### config.mk
export PLATFORM = sky130hd
export DESIGN_NAME = lru_stack_distance
export DESIGN_NICKNAME = d
export VERILOG_FILES = /design/src/hdl/lsd_pkg.sv /design/src/hdl/lsd_cell.sv /design/src/hdl/lru_stack_distance.sv
export SDC_FILE = /design/constraint.sdc
export NUM_CORES = 1
export LEC_CHECK = 0
export BUFFER_PORTS_ARGS = -buffer_cell sky130_fd_sc_hd__buf_2
export CORE_UTILIZATION = 53
export DETAILED_ROUTE_END_ITERATION = 16
export GPL_TIMING_DRIVEN = 1
export PLACE_DENSITY = 0.78
export SKIP_CTS_REPAIR_TIMING = 1
export SYNTH_ARGS = -nofsm -noshare
export SYNTH_HDL_FRONTEND = slang
export SYNTH_SLANG_ARGS = --single-unit
export TNS_END_PERCENT = 20
### constraint.sdc
create_clock -name clock -period 13.58 [get_ports clock]
set_input_delay 0.679 -clock clock [delete_from_list [all_inputs] [get_ports clock]]
set_output_delay 0.679 -clock clock [all_outputs]
set_load 0.02 [all_outputs]
### src/hdl/lsd_pkg.sv
// ----------------------------------------------------------------------------
// LRU stack distance package
// Shared constants and the control word that the stack cells receive.
// ----------------------------------------------------------------------------
package lsd_pkg;

   // Default geometry of the stack.
   localparam int STACK_DEPTH_DEF = 16;
   localparam int PAGE_BITS_DEF   = 32;

   // Fixed field widths of the register and result words.
   localparam int CAP_W   = 5;
   localparam int DEPTH_W = 4;

   // Capacity after reset.
   localparam logic [CAP_W-1:0] CAP_RESET = 5'd16;

   // Per-cell control for one lookup.
   typedef struct packed {
      logic go;     // a word is being processed this cycle
      logic hit;    // the word was found somewhere in the stack
      logic valid;  // this cell lies inside the filled part of the stack
      logic ins;    // this cell shifts on a miss (insert at the MRU end)
   } lsd_cell_ctrl_type;

endpackage

### src/hdl/lsd_cell.sv
// ----------------------------------------------------------------------------
// LRU stack cell
// Holds one stack entry, compares it with the looked-up page and takes its
// left neighbour's entry when the stack shifts down past it.
// ----------------------------------------------------------------------------
module lsd_cell import lsd_pkg::*; #(
   parameter int PAGE_BITS = PAGE_BITS_DEF
) (
   input  logic                  clock,
   input  lsd_cell_ctrl_type     ctrl,
   input  logic [PAGE_BITS-1:0]  page,
   input  logic [PAGE_BITS-1:0]  left_entry,
   input  logic                  found_left,
   output logic [PAGE_BITS-1:0]  entry,
   output logic                  match,
   output logic                  found_right
);

   logic [PAGE_BITS-1:0] entry_ff;
   logic [PAGE_BITS-1:0] entry_in;
   logic                 shift;

   // Compare against the page; only filled cells may match.
   assign match       = ctrl.valid && (entry_ff == page);
   assign found_right = found_left || match;

   // On a hit every cell up to and including the hit shifts; on a miss the
   // cells of the insert region shift.
   assign shift    = ctrl.go && (ctrl.hit ? !found_left : ctrl.ins);
   assign entry_in = shift ? left_entry : entry_ff;

   always_ff @(posedge clock) begin
      entry_ff <= entry_in;
   end

   assign entry = entry_ff;

endmodule

### src/hdl/lru_stack_distance.sv
// ----------------------------------------------------------------------------
// LRU stack distance
// Fully associative LRU stack of page numbers built from a row of cells.
// ----------------------------------------------------------------------------
// Each accepted page word is looked up combinationally and one result word
// (hit flag and depth from the MRU end) follows in the next cycle, so one
// word can be taken per clock while the result register is free or being
// drained. The cycle is set by the compare-and-shift row of cells: every cell
// compares its entry with the page and a found flag ripples along the row to
// pick the cells that shift. Writing the capacity register empties the stack
// and needs no clearing pass; capacities above the stack depth act as the
// full depth, and a capacity of zero makes every access miss.
module lru_stack_distance import lsd_pkg::*; #(
   parameter int STACK_DEPTH = STACK_DEPTH_DEF,
   parameter int PAGE_BITS   = PAGE_BITS_DEF
) (
   input  logic                  clock,
   input  logic                  reset,
   // Request channel
   input  logic                  req_valid,
   output logic                  req_stall,
   input  logic [PAGE_BITS-1:0]  req_page_number,
   // Response channel
   output logic                  rsp_valid,
   input  logic                  rsp_stall,
   output logic                  rsp_hit,
   output logic [DEPTH_W-1:0]    rsp_depth,
   // Capacity register write channel
   input  logic                  csr_valid,
   output logic                  csr_ready,
   input  logic [CAP_W-1:0]      csr_capacity
);

   localparam int CNT_W = $clog2(STACK_DEPTH + 1);
   localparam int CMP_W = (CNT_W > CAP_W) ? CNT_W : CAP_W;

   logic [CAP_W-1:0]       capacity_ff;
   logic [CNT_W-1:0]       count_ff;
   logic [CNT_W-1:0]       count_in;
   logic [CNT_W-1:0]       cap_eff;
   logic                   rsp_valid_ff;
   logic                   rsp_hit_ff;
   logic [DEPTH_W-1:0]     rsp_depth_ff;
   logic                   accept;
   logic                   hit;
   logic [DEPTH_W-1:0]     depth_val;
   logic [STACK_DEPTH-1:0] match_vec;
   logic [STACK_DEPTH-1:0] first_vec;
   logic [STACK_DEPTH:0]   found_chain;
   logic [PAGE_BITS-1:0]   entries [STACK_DEPTH];

   // Handshakes: a new word is taken whenever the result slot can be refilled.
   assign req_stall = rsp_valid_ff && rsp_stall;
   assign accept    = req_valid && !req_stall;
   assign csr_ready = 1'b1;

   // Capacities beyond the stack depth saturate to the depth.
   always_comb begin
      if (CMP_W'(capacity_ff) > CMP_W'(STACK_DEPTH)) begin
         cap_eff = CNT_W'(STACK_DEPTH);
      end else begin
         cap_eff = CNT_W'(capacity_ff);
      end
   end

   // The row of cells, with the found flag rippling from the MRU end.
   assign found_chain[0] = 1'b0;
   assign hit            = found_chain[STACK_DEPTH];

   for (genvar i = 0; i < STACK_DEPTH; i++) begin : g_cell
      lsd_cell_ctrl_type     ctrl;
      logic [PAGE_BITS-1:0]  left_entry;

      assign ctrl.go    = accept;
      assign ctrl.hit   = hit;
      assign ctrl.valid = CNT_W'(i) < count_ff;
      assign ctrl.ins   = (CNT_W'(i) <= count_ff) && (CNT_W'(i) < cap_eff);

      if (i == 0) begin : g_head
         assign left_entry = req_page_number;
      end else begin : g_body
         assign left_entry = entries[i-1];
      end

      lsd_cell #(
         .PAGE_BITS (PAGE_BITS)
      ) u_cell (
         .clock       (clock),
         .ctrl        (ctrl),
         .page        (req_page_number),
         .left_entry  (left_entry),
         .found_left  (found_chain[i]),
         .entry       (entries[i]),
         .match       (match_vec[i]),
         .found_right (found_chain[i+1])
      );

      assign first_vec[i] = match_vec[i] && !found_chain[i];
   end

   // Encode the hit position; the depth field keeps its low bits only.
   always_comb begin
      depth_val = '0;
      for (int i = 0; i < STACK_DEPTH; i++) begin
         if (first_vec[i]) begin
            depth_val = depth_val | DEPTH_W'(i);
         end
      end
   end

   // Fill count: unchanged on a hit, grows up to the capacity on a miss.
   always_comb begin
      if (hit || (count_ff >= cap_eff)) begin
         count_in = hit ? count_ff : cap_eff;
      end else begin
         count_in = count_ff + CNT_W'(1);
      end
   end

   // Register, fill count and result register.
   always_ff @(posedge clock) begin
      if (reset) begin
         capacity_ff  <= CAP_RESET;
         count_ff     <= '0;
         rsp_valid_ff <= 1'b0;
      end else begin
         if (csr_valid && csr_ready) begin
            capacity_ff <= csr_capacity;
            count_ff    <= '0;
         end else if (accept) begin
            count_ff <= count_in;
         end
         if (accept) begin
            rsp_valid_ff <= 1'b1;
         end else if (!rsp_stall) begin
            rsp_valid_ff <= 1'b0;
         end
      end
   end

   always_ff @(posedge clock) begin
      if (accept) begin
         rsp_hit_ff   <= hit;
         rsp_depth_ff <= hit ? depth_val : '0;
      end
   end

   assign rsp_valid = rsp_valid_ff;
   assign rsp_hit   = rsp_hit_ff;
   assign rsp_depth = rsp_depth_ff;

`ifndef ASSERT_OFF
   // The fill count never runs past the usable capacity.
   a_count_bound : assert property (@(posedge clock) disable iff (reset)
      count_ff <= cap_eff)
      else $error("fill count exceeds capacity");

   // Filled entries are distinct, so at most one cell matches.
   a_unique : assert property (@(posedge clock) disable iff (reset)
      $onehot0(match_vec))
      else $error("page held in more than one cell");

   // A page that is kept ends up at the MRU end.
   a_mru : assert property (@(posedge clock) disable iff (reset)
      accept && !(csr_valid && csr_ready) && (hit || (cap_eff != '0))
      |=> entries[0] == $past(req_page_number))
      else $error("looked-up page not at MRU position");

   // A hit leaves the fill count alone.
   a_hit_count : assert property (@(posedge clock) disable iff (reset)
      accept && hit && !(csr_valid && csr_ready) |=> count_ff == $past(count_ff))
      else $error("fill count changed on a hit");
`endif

endmodule

==> qor.csv <==
stage,metric,value,unit
sta,slew_headroom,26.48,%
clock_network,htreeDepth,2,
synth,synth_top_cell_by_area,edfxtp_1,
route,routed_wl,59.37,mm
layout,nFillCells,3234,
sta,setup_tns,0,ns
clock_network,cts-root-buf,clkbuf_16,
synth,synth_cell_types,59,
layout,syn_to_final_growth,8.579,%
sta,final_hold_viol_count,0,
route,routed_via_density,5.964,
sta,tightest_slew,1.100,ns
flow_run,maxCapViolCount,0,
hold_path,min_path_type,input pin to register,
route,drc,0,
placement,hpwl,39.81,mm
sta,period_needed,4.268,ns
route,routedWlPerCell,27.48,um
setup_path,end_kind,register,
synth,yosys-top-cells-area,"edfxtp_1 (67%), xor2_1 (15%), xnor2_1 (4.1%)",
layout,drive_gt1_share,9.911,%
power_and_ir_drop,cellPowerDensity,131.6,nW/um^2
sta,rsz0062_at_grt,no,
synth,synth.cell_area,23330,um^2
floorplanning,rows,76,
power_and_ir_drop,p_leak,8.358,nW
synth,yosysSeqAreaShare,67.48,%
layout,regArea,15750,um^2
clock_network,clk_latency,0.63,ns
global_route,grt-ovfl-total,0,
sta,post-route-period-util,31.43,%
synth,syn_nets,1552,
placement,io_buffers,48,
power_and_ir_drop,finalPower,3.334,mW
route,postRouteAntennaNets,0,
synth,async_flop_share,0,%
floorplanning,start_util,53.93,%
clock_network,cts_tree,built,
synth,syn_avg_cell_area,15.54,um^2
clock_network,cts_sinks,528,
floorplanning,die_w,211.8,um
synth,synth-edff-count,517,
sta,fmax,0.2343,GHz
floorplanning,ios,50,
route,first_pass_iters,5,
global_route,grt_pass1_wl,87.06,mm
clock_network,clkTransAtPathRegs,0.06,ns
setup_path,cp-start-kind,register,
sta,timing.final.ws_setup,9.312,ns
setup_path,worst-path-max-fanout,32,
route,drtIter0Drc,1597,
synth,yosysTopAreaCellShare,66.53,%
floorplanning,dieArea,44870,um^2
sta,drv_slew,0,
global_route,grt_max_degree,33,
placement,gp_congestion,0.8989,
synth,ys_seq_elements,528,
placement,place_ws,8.727,ns
status,status,finished clean,
sta,setup_violations,0,
setup_path,crit_required,13.81,ns
power_and_ir_drop,ir_drop,117.3,uV
layout,multiInputGateArea,6955,um^2
global_route,grt_pass1_vias,13090,
floorplanning,die_y,211.8,um
setup_path,critPathKind,register to register,
clock_network,cts-buffers-inserted,51,
synth,synth_warnings,0,
layout,fin_nets,1584,
synth,synth_flop_cell,edfxtp_1,
floorplanning,core,43270,um^2
clock_network,cts.path.max_buffers,3,
route,vias,12880,
global_route,grt_usage,27.33,%
setup_path,arrival,4.50,ns
setup_path,r2r_slack,9.31,ns
global_route,antenna_found_initial,3,
sta,finClkSkew,0.03547,ns
synth,netlist_instances,1502,
-- critical path, stage by stage, from the launching register on --
cell and delay, ns:
dfxtp_1 0.73, nor2_1 0.32, or3_1 0.43, nor3_1 0.59
or3_1 0.39, nor3_4 0.17, and2_4 0.32, a21oi_4 0.90
-- sequential cells by signal (all words and copies together) (netlist names) --
| name | cells |
|---|---|
| count_ff | 5 |
| rsp_valid | 1 |
| rsp_hit | 1 |
| capacity_ff | 5 |
| rsp_depth | 4 |
| g_cell.u_cell.entry | 512 |
-- logic make-up (layout without fill, tap and decap cells) --
kind of cell	after synthesis	after routing	share of synthesized area [%]
flops	528	528	67.48
compound gates	75	75	2.333
xor+xnor	512	512	19.22
simple gates	280	280	6.917
other cells	1	2	0.01607
mux	8	8	0.3486
buf+inv	90	162	3.260
fa+ha+maj	8	8	0.4290
-- report_power, final --
group / internal [mW] / total (mW) / switching [mW]
combinational: 0.0601 / 0.187 / 0.127
clock: 0.717 / 1.33 / 0.617
sequential: 1.79 / 1.81 / 0.0182
total: 2.57 / 3.33 / 0.762
-- placed cells by master (no fill, tap or decap), types with 14 or more instances in the layout --
cell type,instances
nand3_1,21
nand2_1,34
buf_2,48
xnor2_1,110
edfxtp_1,517
clkbuf_1,16
nor3_1,16
nor2_1,27
nor4_1,99
clkbuf_16,51
nand4_1,45
xor2_1,402
o21ai_0,14
-- cells in the mapped netlist, drive strengths merged (9+ instances only) --
cell type    n
edfxtp     517
xor2       402
xnor2      110
nor4       101
buf         72
nand4       45
nand2       35
nor2        27
nand3       21
a21oi       20
nor3        19
o21ai       15
dfxtp       11
inv         11
or3          9
-- through the flow --
step	instances	hold slack (ns)	utilization (%)	cell area (um^2)
floorplan	1502	0.4473	-	23330
global placement	2066	0.4483	54.98	23790
detailed placement	2066	0.4546	54.98	23790
CTS	2159	0.2684	58.55	25330
global route	2159	0.3134	58.55	25330
finish	2160	0.2990	58.56	25340
-- worst paths after layout --
path | to | depth (start not counted) | from
worst max register to register | g_cell[14].u_cell.entry[9] | 7 | count_ff[4]
worst max-delay path | g_cell[14].u_cell.entry[9] | 7 | count_ff[4]
worst min-delay path | capacity_ff[4] | 3 | csr_capacity[4]
worst min register to register | g_cell[7].u_cell.entry[7] | 0 | g_cell[6].u_cell.entry[7]
-- area by class of cell --
type | instances | area share [%]
Sequential cell | 528 | 62.15
Multi-Input combinational cell | 884 | 27.45
Clock buffer | 67 | 5.274
Tap cell | 585 | 2.889
Timing Repair Buffer | 58 | 1.245
Clock inverter | 26 | 0.8198
Inverter | 11 | 0.1630
Antenna cell | 1 | 0.009877
-- per-layer routing --
metal / routed length (um) / global-route usage [%]
met1: 22620 / 34.54
met5: 12 / 0
met4: 2594 / 12.04
met2: 29660 / 46.62
met3: 4478 / 4.317
Note: power is estimated with default switching activity, not from simulation.
